--- config.mk ---
export PLATFORM = sky130hd
export DESIGN_NAME = tagged_length_frame_deframer_unit
export DESIGN_NICKNAME = d
export VERILOG_FILES = /design/src/design/tlfd_pkg.sv /design/src/design/tlfd_core.sv /design/src/design/tagged_length_frame_deframer_unit.sv
export SDC_FILE = /design/constraint.sdc
export NUM_CORES = 1
export LEC_CHECK = 0
export BUFFER_PORTS_ARGS = -buffer_cell sky130_fd_sc_hd__buf_2
export CELL_PAD_IN_SITES_DETAIL_PLACEMENT = 2
export CELL_PAD_IN_SITES_GLOBAL_PLACEMENT = 2
export CORE_MARGIN = 2
export CORE_UTILIZATION = 37
export DETAILED_ROUTE_END_ITERATION = 16
export HOLD_SLACK_MARGIN = 0.1
export PLACE_DENSITY_LB_ADDON = 0.2
export RECOVER_POWER = 100
export SLEW_MARGIN = 40
export SYNTH_ARGS = -nofsm -noshare
export SYNTH_HDL_FRONTEND = slang
export SYNTH_HIERARCHICAL = 1
export SYNTH_SLANG_ARGS = --single-unit
--- constraint.sdc ---
create_clock -name i_clk -period 7.87 [get_ports i_clk]
set_input_delay 0.787 -clock i_clk [delete_from_list [all_inputs] [get_ports i_clk]]
set_output_delay 0.787 -clock i_clk [all_outputs]
set_load 0.02 [all_outputs]
--- src/design/tlfd_pkg.sv ---
package tlfd_pkg;

    localparam int POS_W       = 34;
    localparam int HDR_BYTES   = 12;
    localparam int IDENT_BYTES = 4;

    typedef enum logic [1:0] {
        ST_OK      = 2'd0,
        ST_INVALID = 2'd1,
        ST_ZERO_ID = 2'd2
    } t_status;

    localparam logic [1:0] SEC_DATA  = 2'd0;
    localparam logic [1:0] SEC_TIME  = 2'd1;
    localparam logic [1:0] SEC_DESC  = 2'd2;
    localparam logic [1:0] SEC_UNITS = 2'd3;

    typedef struct packed {
        logic        byte_valid;
        logic [7:0]  payload_byte;
        logic [1:0]  section;
        logic        frame_done;
        logic        is_identification;
        logic [31:0] frame_id;
        t_status     frame_status;
    } t_result;

endpackage

--- src/design/tlfd_core.sv ---
module tlfd_core (
    input  logic             i_clk,
    input  logic             i_rst_n,
    input  logic             i_en,
    input  logic [7:0]       i_byte,
    input  logic             i_last,
    output tlfd_pkg::t_result o_res
);
    import tlfd_pkg::*;

    localparam logic [POS_W-1:0] POS_MAX   = {POS_W{1'b1}};
    localparam logic [POS_W-1:0] HDR_END   = POS_W'(HDR_BYTES);
    localparam logic [POS_W-1:0] IDENT_END = POS_W'(HDR_BYTES + IDENT_BYTES);

    logic [POS_W-1:0] r_pos, n_pos;
    logic [31:0]      r_hdr_id, n_hdr_id;
    logic [31:0]      r_first_len, n_first_len;
    logic [31:0]      r_second_len, n_second_len;
    logic [31:0]      r_ident_id, n_ident_id;

    logic             w_ident;
    logic [POS_W-1:0] w_mid;
    logic [POS_W-1:0] w_end;
    logic [POS_W:0]   w_count;
    logic             w_in_body;

    function automatic logic [31:0] put_byte(input logic [31:0] word,
                                              input logic [1:0] slot,
                                              input logic [7:0] b);
        logic [31:0] w;
        begin
            w = word;
            w[{~slot, 3'b000} +: 8] = b;
            return w;
        end
    endfunction

    always_comb begin
        n_hdr_id     = r_hdr_id;
        n_first_len  = r_first_len;
        n_second_len = r_second_len;
        n_ident_id   = r_ident_id;
        if (r_pos < POS_W'(4)) begin
            n_hdr_id = put_byte(r_hdr_id, r_pos[1:0], i_byte);
        end else if (r_pos < POS_W'(8)) begin
            n_first_len = put_byte(r_first_len, r_pos[1:0], i_byte);
        end else if (r_pos < HDR_END) begin
            n_second_len = put_byte(r_second_len, r_pos[1:0], i_byte);
        end

        w_ident   = (n_hdr_id == 32'd0);
        w_mid     = HDR_END + POS_W'(n_first_len);
        w_end     = w_mid + POS_W'(n_second_len);
        w_count   = {1'b0, r_pos} + (POS_W+1)'(1);
        w_in_body = (r_pos >= HDR_END);

        if (w_in_body && w_ident && r_pos < IDENT_END) begin
            n_ident_id = put_byte(r_ident_id, r_pos[1:0], i_byte);
        end

        o_res = '0;
        if (w_in_body) begin
            if (!w_ident) begin
                if (r_pos < w_mid) begin
                    o_res.byte_valid = 1'b1;
                    o_res.section    = SEC_DATA;
                end else if (r_pos < w_end) begin
                    o_res.byte_valid = 1'b1;
                    o_res.section    = SEC_TIME;
                end
            end else if (n_first_len >= 32'(IDENT_BYTES)) begin
                if (r_pos >= IDENT_END && r_pos < w_mid) begin
                    o_res.byte_valid = 1'b1;
                    o_res.section    = SEC_DESC;
                end else if (r_pos >= w_mid && r_pos < w_end) begin
                    o_res.byte_valid = 1'b1;
                    o_res.section    = SEC_UNITS;
                end
            end
        end
        if (o_res.byte_valid) begin
            o_res.payload_byte = i_byte;
        end

        o_res.frame_done = i_last;
        if (i_last) begin
            o_res.is_identification = w_ident;
            o_res.frame_id          = w_ident ? n_ident_id : n_hdr_id;
            if (w_count < (POS_W+1)'(HDR_BYTES) || w_count < {1'b0, w_end}) begin
                o_res.frame_status = ST_INVALID;
            end else if (w_ident && n_first_len < 32'(IDENT_BYTES)) begin
                o_res.frame_status = ST_INVALID;
            end else if (w_ident && n_ident_id == 32'd0) begin
                o_res.frame_status = ST_ZERO_ID;
            end else begin
                o_res.frame_status = ST_OK;
            end
        end

        n_pos = (r_pos < POS_MAX) ? r_pos + POS_W'(1) : r_pos;
    end

    always_ff @(posedge i_clk) begin
        if (!i_rst_n) begin
            r_pos        <= '0;
            r_hdr_id     <= '0;
            r_first_len  <= '0;
            r_second_len <= '0;
            r_ident_id   <= '0;
        end else if (i_en) begin
            if (i_last) begin
                r_pos        <= '0;
                r_hdr_id     <= '0;
                r_first_len  <= '0;
                r_second_len <= '0;
                r_ident_id   <= '0;
            end else begin
                r_pos        <= n_pos;
                r_hdr_id     <= n_hdr_id;
                r_first_len  <= n_first_len;
                r_second_len <= n_second_len;
                r_ident_id   <= n_ident_id;
            end
        end
    end

endmodule

--- src/design/tagged_length_frame_deframer_unit.sv ---
// Frame deframer: takes one frame byte per transfer and returns exactly one
// result per byte, the section byte (tagged data, time, description or units)
// or an empty slot for header, identifier and trailing bytes, with frame kind,
// id and status added on the result of the last byte. Section bytes leave
// before the status is known, so a consumer must drop a frame whose status is
// not ok. A byte is accepted in every cycle while o_in_stall is low; each byte
// passes the input register, then one combinational pass of header capture and
// a 34-bit length add and compare, into the result register. A skid register
// behind the result register keeps input acceptance going for one more byte
// when the output stalls. All frame state returns to zero after a last byte.
module tagged_length_frame_deframer_unit (
    input  logic        i_clk,
    input  logic        i_rst_n,
    input  logic        i_in_valid,
    output logic        o_in_stall,
    input  logic [7:0]  i_frame_byte,
    input  logic        i_frame_end,
    output logic        o_out_valid,
    input  logic        i_out_stall,
    output logic        o_byte_valid,
    output logic [7:0]  o_payload_byte,
    output logic [1:0]  o_section,
    output logic        o_frame_done,
    output logic        o_is_identification,
    output logic [31:0] o_frame_id,
    output logic [1:0]  o_frame_status
);
    import tlfd_pkg::*;

    logic       r_in_valid;
    logic [7:0] r_in_byte;
    logic       r_in_end;
    logic       r_out_valid;
    t_result    r_out;
    logic       r_skd_valid;
    t_result    r_skd;
    t_result    w_res;
    logic       w_adv;
    logic       w_take;
    logic       w_in_acc;

    assign w_take   = r_out_valid && !i_out_stall;
    assign w_adv    = r_in_valid && !r_skd_valid;
    assign w_in_acc = i_in_valid && !o_in_stall;
    assign o_in_stall = r_in_valid && r_skd_valid;

    tlfd_core u_core (
        .i_clk   (i_clk),
        .i_rst_n (i_rst_n),
        .i_en    (w_adv),
        .i_byte  (r_in_byte),
        .i_last  (r_in_end),
        .o_res   (w_res)
    );

    // input register
    always_ff @(posedge i_clk) begin
        if (!i_rst_n) begin
            r_in_valid <= 1'b0;
        end else if (w_in_acc) begin
            r_in_valid <= 1'b1;
        end else if (w_adv) begin
            r_in_valid <= 1'b0;
        end
    end

    always_ff @(posedge i_clk) begin
        if (w_in_acc) begin
            r_in_byte <= i_frame_byte;
            r_in_end  <= i_frame_end;
        end
    end

    // result register and skid
    always_ff @(posedge i_clk) begin
        if (!i_rst_n) begin
            r_out_valid <= 1'b0;
            r_skd_valid <= 1'b0;
        end else if (r_skd_valid) begin
            if (w_take) begin
                r_skd_valid <= 1'b0;
            end
        end else if (w_adv) begin
            r_out_valid <= 1'b1;
            if (r_out_valid && !w_take) begin
                r_skd_valid <= 1'b1;
            end
        end else if (w_take) begin
            r_out_valid <= 1'b0;
        end
    end

    always_ff @(posedge i_clk) begin
        if (r_skd_valid) begin
            if (w_take) begin
                r_out <= r_skd;
            end
        end else if (w_adv) begin
            if (!r_out_valid || w_take) begin
                r_out <= w_res;
            end else begin
                r_skd <= w_res;
            end
        end
    end

    assign o_out_valid         = r_out_valid;
    assign o_byte_valid        = r_out.byte_valid;
    assign o_payload_byte      = r_out.payload_byte;
    assign o_section           = r_out.section;
    assign o_frame_done        = r_out.frame_done;
    assign o_is_identification = r_out.is_identification;
    assign o_frame_id          = r_out.frame_id;
    assign o_frame_status      = r_out.frame_status;

    a_skid_behind_out: assert property (@(posedge i_clk) disable iff (!i_rst_n)
        r_skd_valid |-> r_out_valid)
        else $error("skid holds a result while the result register is empty");

    a_summary_on_done: assert property (@(posedge i_clk) disable iff (!i_rst_n)
        (r_out_valid && !r_out.frame_done) |->
            (r_out.frame_status == ST_OK && !r_out.is_identification
             && r_out.frame_id == 32'd0))
        else $error("frame summary outside the last byte");

    a_empty_slot: assert property (@(posedge i_clk) disable iff (!i_rst_n)
        (r_out_valid && !r_out.byte_valid) |->
            (r_out.payload_byte == 8'd0 && r_out.section == SEC_DATA))
        else $error("empty slot carries payload");

    a_zero_id_kind: assert property (@(posedge i_clk) disable iff (!i_rst_n)
        (r_out_valid && r_out.frame_status == ST_ZERO_ID) |->
            (r_out.is_identification && r_out.frame_id == 32'd0))
        else $error("zero identifier status on a data frame or nonzero id");

    a_stall_needs_skid: assert property (@(posedge i_clk) disable iff (!i_rst_n)
        o_in_stall |-> (r_out_valid && r_skd_valid))
        else $error("input stalled with room in the result stages");

endmodule
======== After elaboration in Yosys (flattened, before gate mapping) ========
Cells that the tools add are included.
storage, ports and cells
  bits of input ports ..................... 13
  word-level logic and storage cells ...... 127
  register bits after elaboration ......... 268
cells by class
  bitwise logic cells ..................... 3
  $add $sub $neg .......................... 5
  order comparisons ....................... 14
  reductions and logical operators ........ 29
  equal/unequal tests ..................... 1
  shift-type cells ........................ 2
  muxes and demuxes ....................... 49
operator list
  operator                number
  $mux 32                 12
  $mux 47                 4
  $bwmux 32               4
  $lt 34x34->1            2
  $lt 34x4->1 const B     2
  $mux 34                 2
  $logic_not 32->1        2
  $add 34x1->35 const B   1
  $lt 35x34->1            1
  $lt 35x4->1 const B     1
  $mux 35                 1
  $add 34x1->34 const B   1
  $add 34x32->34          1
  $ge 34x34->1            1
  $ge 34x4->1 const B     1
  $ge 34x5->1 const B     1
  $lt 34x3->1 const B     1
  $lt 34x34->1 const B    1
  $lt 34x5->1 const B     1
  $add 4x32->33 const A   1
  $ge 32x3->1 const B     1
  $lt 32x3->1 const B     1
  $shift 8x7->32 const A  1
  $shiftx 8x7->32         1
  13 further kinds        58

======== Depth between registers and ports, before layout ========
Gate-level depths: netlist of the first run.
  word-level depth ........................ 19
  depth in mapped cells ................... 36
  gate-level depth less buffers ........... 34

======== Cells and area by module ========
The synthesis of the first run kept the hierarchy.
modules (own cells, without submodules)
  module                             area an instance (um^2)  times used  cells each
  tlfd_core                          14450.1                  1           1847
  tagged_length_frame_deframer_unit  4051.4                   1           173

======== Worst setup path before layout of the first run ========
Ideal clock, no wire load.
  path type ............................... reg-to-reg
  from .................................... register u_core.r_pos[0]
  to ...................................... register r_out, in the netlist o_payload_byte[0] (data pin)
  setup time .............................. 129 ps
  period minus slack after synthesis ...... 7978 ps
  stages on the path, launching flop included .. 35
  slack ................................... -108 ps
  required time ........................... 7741 ps
  data arrival time ....................... 7849 ps
  cell sequence ........................... dfxtp_1 -> clkbuf_1 -> inv_1 -> ha_1 -> nor3b_2 -> clkbuf_1 -> nand2_1 -> nor2_1 -> a21oi_1 -> ha_1 -> nor4_1 -> a21oi_1 -> or2_2 -> nor2_1 -> xor2_1 -> mux2i_1 -> ha_1 -> nand3_1 -> o31ai_1 -> and4_1 -> nor2_1 -> o41ai_1 -> nor2_1 -> xor2_1 -> ha_1 -> a21o_1 -> a21o_1 -> a211oi_1 -> o21ai_0 -> a221o_1 -> a21oi_1 -> a22oi_1 -> o31ai_2 -> and2_1 -> mux2_4
RTL lines
  element                 RTL line                                  source
  start, declared         tlfd_core.sv:15                           logic [POS_W-1:0] r_pos, n_pos;
  start signal, assigned  tlfd_core.sv:118                          r_pos <= n_pos;
  end signal, assigned    tagged_length_frame_deframer_unit.sv:96   r_out <= r_skd;
  end signal, assigned    tagged_length_frame_deframer_unit.sv:100  r_out <= w_res;
  end, declared           tagged_length_frame_deframer_unit.sv:34   t_result r_out;

==> results of run 1 <==
metal layers:
layer / up-vias / GRT usage
met5: - / 0
met4: 0 / 0.0839
met3: 112 / 0.0315
met2: 412 / 0.507
met1: 8593 / 0.366
li1: 7690 / -
registers in the layout, summed over array words and instances, names as in the netlist:
signal / count
o_byte_valid: 1
o_frame_done: 1
o_frame_id: 32
o_frame_status: 2
o_is_identification: 1
o_out_valid: 1
o_payload_byte: 8
o_section: 2
r_in_byte: 8
r_in_end: 1
r_in_valid: 1
r_skd: 47
r_skd_valid: 1
u_core/r_first_len: 32
u_core/r_hdr_id: 32
u_core/r_ident_id: 32
u_core/r_pos: 34
u_core/r_second_len: 32
power breakdown:
group	total (mW)	switching [mW]	internal (mW)	leakage (nW)
clock network	1.62	0.689	0.933	0.551
logic	0.246	0.175	0.0713	5.42
registers	1.48	0.0176	1.46	2.30
total	3.35	0.881	2.47	8.27
Yosys cell counts, drive strengths merged (19+ instances only):
master	n	area share
nor3	35	0.011
a21o	35	0.014
xnor2	44	0.021
nand4	43	0.016
o21ai	129	0.036
nand2	173	0.036
nor4	39	0.019
nand2b	19	0.0064
mux2i	26	0.014
dfxtp	165	0.18
a22oi	51	0.021
buf	28	0.014
a21oi	123	0.033
inv	56	0.011
clkbuf	79	0.016
nor2b	123	0.042
ha	138	0.093
xor2	57	0.027
and2	105	0.036
nor2	88	0.019
nand3	56	0.017
mux2	65	0.049
edfxtp	103	0.17
repair_timing:
item | in CTS | in global routing
setup endpoints to repair | 23 | 26
gates resized for setup | 13 | 52
buffers inserted | 6 | 9
pin swaps | 4 | 26
through the flow:
stage	hold slack (ps)	cells	worst slack, ps	TNS [ps]
3_5_place_dp	479	2776	-577	-9730
6_report	398	2855	209	0
3_3_place_gp	478	2775	-91.6	-767
5_1_grt	387	2855	-154	-1260
2_1_floorplan	454	2020	11.3	0
4_1_cts	378	2846	26.4	0
logic make-up (layout without fill, tap and decap cells):
kind of cell    count (synthesis)  after routing
compound gates                503            503
xor+xnor                      101            101
fa+ha+maj                     139            139
buf+inv                       163            334
flops                         268            268
mux                            91             91
simple gates                  755            755
worst max path at each step:
stage	cells past startpoint	from	slack (ps)	endpoint
finish	36	u_core/r_pos[12]	210	o_payload_byte[0]
detailed placement	34	u_core/r_pos[11]	-580	o_payload_byte[7]
CTS	37	u_core/r_pos[11]	30	o_payload_byte[5]
floorplan	35	u_core/r_pos[0]	10	o_payload_byte[0]
global placement	34	u_core/r_pos[11]	-90	o_payload_byte[2]
global route	37	u_core/r_pos[27]	-150	o_payload_byte[7]
worst max-delay path, delay by kind of cell (launching register included):
family / cells / cell delay, ps
xor gates and xnor gates: 1 / 120
and+or+nand+nor: 13 / 2720
muxes: 1 / 280
AOI/OAI and AO/OA: 12 / 2150
adders and majority gates: 3 / 800
DFF: 1 / 330
buffers and inverters: 6 / 980
area by class of cell:
class	count	area (um2)
clock buffers	45	955
clock inverters	19	181
fillers	5295	27500
inverters	56	210
multi-input cells	1589	11700
flip-flops and latches	268	6400
well taps	664	831
repair buffers	214	1390
==> run metrics, run 1 <==
Port Buffers 61; worst-path fanout max 9; Crit. End Element register; Detailed Place HPWL between 50000 and 60000 um; Yosys warnings 6; Max-Slew Margin vs Limit -0.644; endpoints failing hold 0; final worst path period share 0.973; grt ovf 0; P_leak 8.27 nW; Mapped Cells about 2000; first-pass GRT wire length approximately 110000 um; reg2reg path depth 36; DR pass1 iterations 5; CP max stage delay around 350 ps; H-tree lvl count 2; WL met2 between 30000 and 40000 um; Vias per Instance approximately 6; register bit total from synthesis 268; root buf cell clkbuf_16; total power 3.35 mW; Final nets 2317; vias in the first global route approximately 18000; initial core utilization 0.376; commonest non-fill, non-tap cell in the layout nand2_1; TritonCTS buffer count 36; Remaining DRCs 0; r2r endpoint o_payload_byte[0]; Die ar. between 50000 and 60000 um2; final core utilization 0.441; DR vias roughly 17000; Peak VDD IR around 0.13 mV; Max Cap Violations 7; CP Launch Type register; DR top layer met4; syn_area_per_cell 9.16 um2; routed wire length 75100 um; die height 228 um; met1 WL 32900 um; Synth Area in XOR/XNOR 0.0478; PD cells between 150 and 200 nW/um2; CTS clock-pin slew for the worst setup and hold paths ~70 ps; Async SR Flop Fraction 0; Final Slew Violations approximately 180; Worst Skew approximately 33 ps; post-route cell area 21700 um2; pin count of the biggest net entering global routing approximately 90; Worst Hold Path Cells 1; met3 wire len between 3000 and 4000 um; GRT Total Usage 0.286; post-synthesis net count between 2000 and 2500; post-route antenna net violation count 0; multiplexer share of the synthesized area 0.0632; Clock Path Buffers 3; initial DRC count ~900; Cell Area, Placed ~20000 um2; Critical Path RT about 8200 ps; CTS sink count roughly 270; row cnt 81; Slowest cell on crit path a311oi_2; unique cell type count in the Yosys netlist 90; worst min path class input port to register; layout overhead on the synthesized area 17.1%; Top cell by count, worst path buf_4; most frequent cells in the layout 169 x nand2_1, 165 x dfxtp_1, 143 x buf_4, 136 x ha_1, 123 x nor2b_1; slack of the worst reg-to-reg path 210 ps; n_diodes 0; crit path time final around 7700 ps; drt wl/cell approximately 26 um; top-level I/O count a little over 60; WHS Endpoint r_in_end; CTS tree built; adder-cell share of the synthesized area 0.0944; failing checks max-capacitance violations, max-slew violations; Clk Latency, worst-skew pair between 500 and 600 ps; CTS Hold Buffers Added 0; top_reg_cell synth dfxtp_1; Synth Area in Compound Gates 0.177; sequential fraction of the synthesis area 0.346; Worst Hold Launch i_frame_end; Least-Margin Pin Slew ~2400 ps; Crit Path Category register to register; WP data arrival about 8000 ps; Final setup viols 0; worst reg2reg startpoint u_core/r_pos[12]; Mapped Area 18500 um2; status finished with violations; Simple-Gate Fraction of Synth Area 0.231; GPL Wtd Cong 0.883; EDFF count, synth approximately 100; ratio of cells with drive above 1 in the final layout 0.163; Die Span X between 200 and 250 um; Max Clk Rate ~130 MHz; initial antenna violation count 0; core box area approximately 50000 um2; main combinational cell family by area after synthesis simple AND/OR/NAND/NOR gates
(Power assumes the default switching activity.)
==> run 2: changes to the inputs <==
==> constraint.sdc (replaced) <==
create_clock -name i_clk -period 7.87 [get_ports i_clk]
set_input_delay 1.9675 -clock i_clk [delete_from_list [all_inputs] [get_ports i_clk]]
set_output_delay 1.9675 -clock i_clk [all_outputs]
set_load 0.02 [all_outputs]
==> run 2 against run 1 <==
The flow still finishes with violations (max-capacitance violations, max-slew violations). Clock power decreased by 2%. Setup slack gained 75 ps. Critical path depth grew 3. Clock-buffer cell count shrank 2. Non-clock buffer count is 1 higher. Routed wire length down 3.1%. Register-to-register slack better by 80 ps. Total power decreased by 1.7%. Sequential cell count unchanged. Cell count unchanged. Largest power group unchanged. Highest routed layer unchanged.
==> run metrics, run 2 (synthesized netlist as in run 1, its figures left out) <==
CTS clock-pin slew for the worst setup and hold paths 60 ps (was 70 ps); initial antenna violation count 0 (unchanged); DR vias 16611 (was 16807); Net Sw Power 0.855 mW (was 0.881 mW); Final Slew Violations 238 (was 176); WP data arrival 8010 ps (was 7970 ps); Peak VDD IR 0.133 mV (was 0.134 mV); drt wl/cell 25.5 um (was 26.3 um); setup_tns 0 ps (unchanged); top-level I/O count 62 (unchanged); routed wire length 72800 um (was 75100 um); Clk Latency, worst-skew pair 560 ps (was 570 ps); commonest non-fill, non-tap cell in the layout nand2_1 (unchanged); Slowest cell on crit path nor4_4 (was a311oi_2); Crit Path Category register to register (unchanged); Regs by FF count r_skd (47), u_core/r_pos (34) (unchanged); Reg power frac 0.450 (was 0.442); endpoints failing hold 0 (unchanged); crit path time final 7590 ps (was 7660 ps); max reg flops 47 (unchanged); Clock Path Buffers 3 (unchanged); Max-Slew Margin vs Limit -1.56 (was -0.644); layout overhead on the synthesized area 16.6% (was 17.1%); most frequent cells in the layout 168 x nand2_1, 165 x dfxtp_1, 144 x buf_4, 136 x ha_1, 122 x nor2b_1 (was 169 x nand2_1, 165 x dfxtp_1, 143 x buf_4, 136 x ha_1, 123 x nor2b_1); n_diodes 0 (unchanged); die height 228 um (unchanged); total power 3.29 mW (was 3.35 mW); Remaining DRCs 0 (unchanged); Top cell by count, worst path buf_4 (unchanged); delay-heaviest family, CP compound AO/OA/AOI/OAI gates (was simple AND/OR/NAND/NOR gates); CTS tree built (unchanged); largest reg by FF count r_skd (unchanged); TritonCTS buffer count 35 (was 36); initial core utilization 0.376 (unchanged); root buf cell clkbuf_16 (unchanged); Least-Margin Pin Slew 3850 ps (was 2440 ps); vias in the first global route 17970 (was 18158); Max Clk Rate 132 MHz (was 131 MHz); Vias per Instance 5.82 (was 5.89); Comb power frac 0.072 (was 0.074); final worst path period share 0.964 (was 0.973); Net Sw Frac 0.260 (was 0.263); Die ar. 51800 um2 (unchanged); PD cells 153 nW/um2 (was 155 nW/um2); Final setup viols 0 (unchanged); CP max stage delay 360 ps (was 350 ps); clock share of power 0.478 (was 0.484); worst-path fanout max 9 (unchanged); row cnt 81 (unchanged); GPL Wtd Cong 0.889 (was 0.883); GRT Total Usage 0.278 (was 0.286); post-route antenna net violation count 0 (unchanged); failing checks max-capacitance violations, max-slew violations (unchanged); initial DRC count 998 (was 875); internal power 2.44 mW (was 2.47 mW); ratio of cells with drive above 1 in the final layout 0.153 (was 0.163); first-pass GRT wire length 110000 um (was 113000 um); DR pass1 iterations 5 (unchanged); Crit. End Element register (unchanged); worst min path class register to register (was input port to register); CP Launch Type register (unchanged); P_leak 8.29 nW (was 8.27 nW); Critical Path RT 8300 ps (was 8180 ps); final core utilization 0.439 (was 0.441); grt ovf 0 (unchanged); Die Span X 228 um (unchanged); H-tree lvl count 2 (unchanged); Buf/Inv on CP 8 (was 6); Worst Skew 27.5 ps (was 32.9 ps); Final nets 2317 (unchanged); Max Cap Violations 5 (was 7); slack of the worst reg-to-reg path 280 ps (was 210 ps); status finished with violations (unchanged); Detailed Place HPWL 53800 um (was 54000 um); core box area 49200 um2 (unchanged); CTS sink count 268 (unchanged); Port Buffers 61 (unchanged); pin count of the biggest net entering global routing 92 (was 89)
## run 2: power groups by stage
| stage | sequential (mW) | clock, mW | combinational (mW) |
|---|---|---|---|
| 3_5_place_dp | 1.51 | 0 | 0.244 |
| 2_1_floorplan | 1.52 | 0 | 0.137 |
| 4_1_cts | 1.48 | 1.61 | 0.247 |
| 3_3_place_gp | 1.51 | 0 | 0.233 |
| 6_report | 1.48 | 1.58 | 0.237 |
| 5_1_grt | 1.48 | 1.67 | 0.251 |
## run 2: metrics by stage
stage	hold slack, ps	instance area, um2	worst slack (ps)	cells
finish	492	21600	284	2855
detailed placement	484	20200	-543	2776
global route	514	21600	-77.2	2855
floorplan	454	18500	11.3	2020
global placement	478	20200	-93.6	2775
CTS	495	21400	47.1	2843
## run 2: repair_timing
action,in CTS,in global routing
pin swaps,5,30
buffers inserted,4,11
hold buffers,0,0
gates resized for setup,14,61
setup endpoints to repair,24,25
cloned,0,1
## run 2: final timing paths
| path | startpoint | cells past startpoint | endpoint |
|---|---|---|---|
| max | u_core/r_pos[30] | 39 | o_payload_byte[6] |
| min reg2reg | u_core/r_ident_id[4] | 1 | u_core/r_ident_id[4] |
| max reg2reg | u_core/r_pos[30] | 39 | o_payload_byte[6] |
| min | u_core/r_ident_id[4] | 1 | u_core/r_ident_id[4] |
## run 2: final cells by class
class / count / area (um2)
Clock inverter: 20 / 178
Timing Repair Buffer: 215 / 1420
Inverter: 56 / 210
Fill cell: 5363 / 27600
Sequential cell: 268 / 6400
Multi-Input combinational cell: 1589 / 11600
Tap cell: 664 / 831
Clock buffer: 43 / 926
## run 2: per-layer routing
| metal | part of all wire | vias up | wire length (um) | global-route usage |
|---|---|---|---|---|
| met5 | 0 | - | 0 | 0 |
| met4 | 0.035 | 0 | 2530 | 0.0883 |
| met3 | 0.036 | 112 | 2590 | 0.0305 |
| met2 | 0.48 | 346 | 35100 | 0.482 |
| met1 | 0.45 | 8463 | 32500 | 0.361 |
| li1 | - | 7690 | - | - |
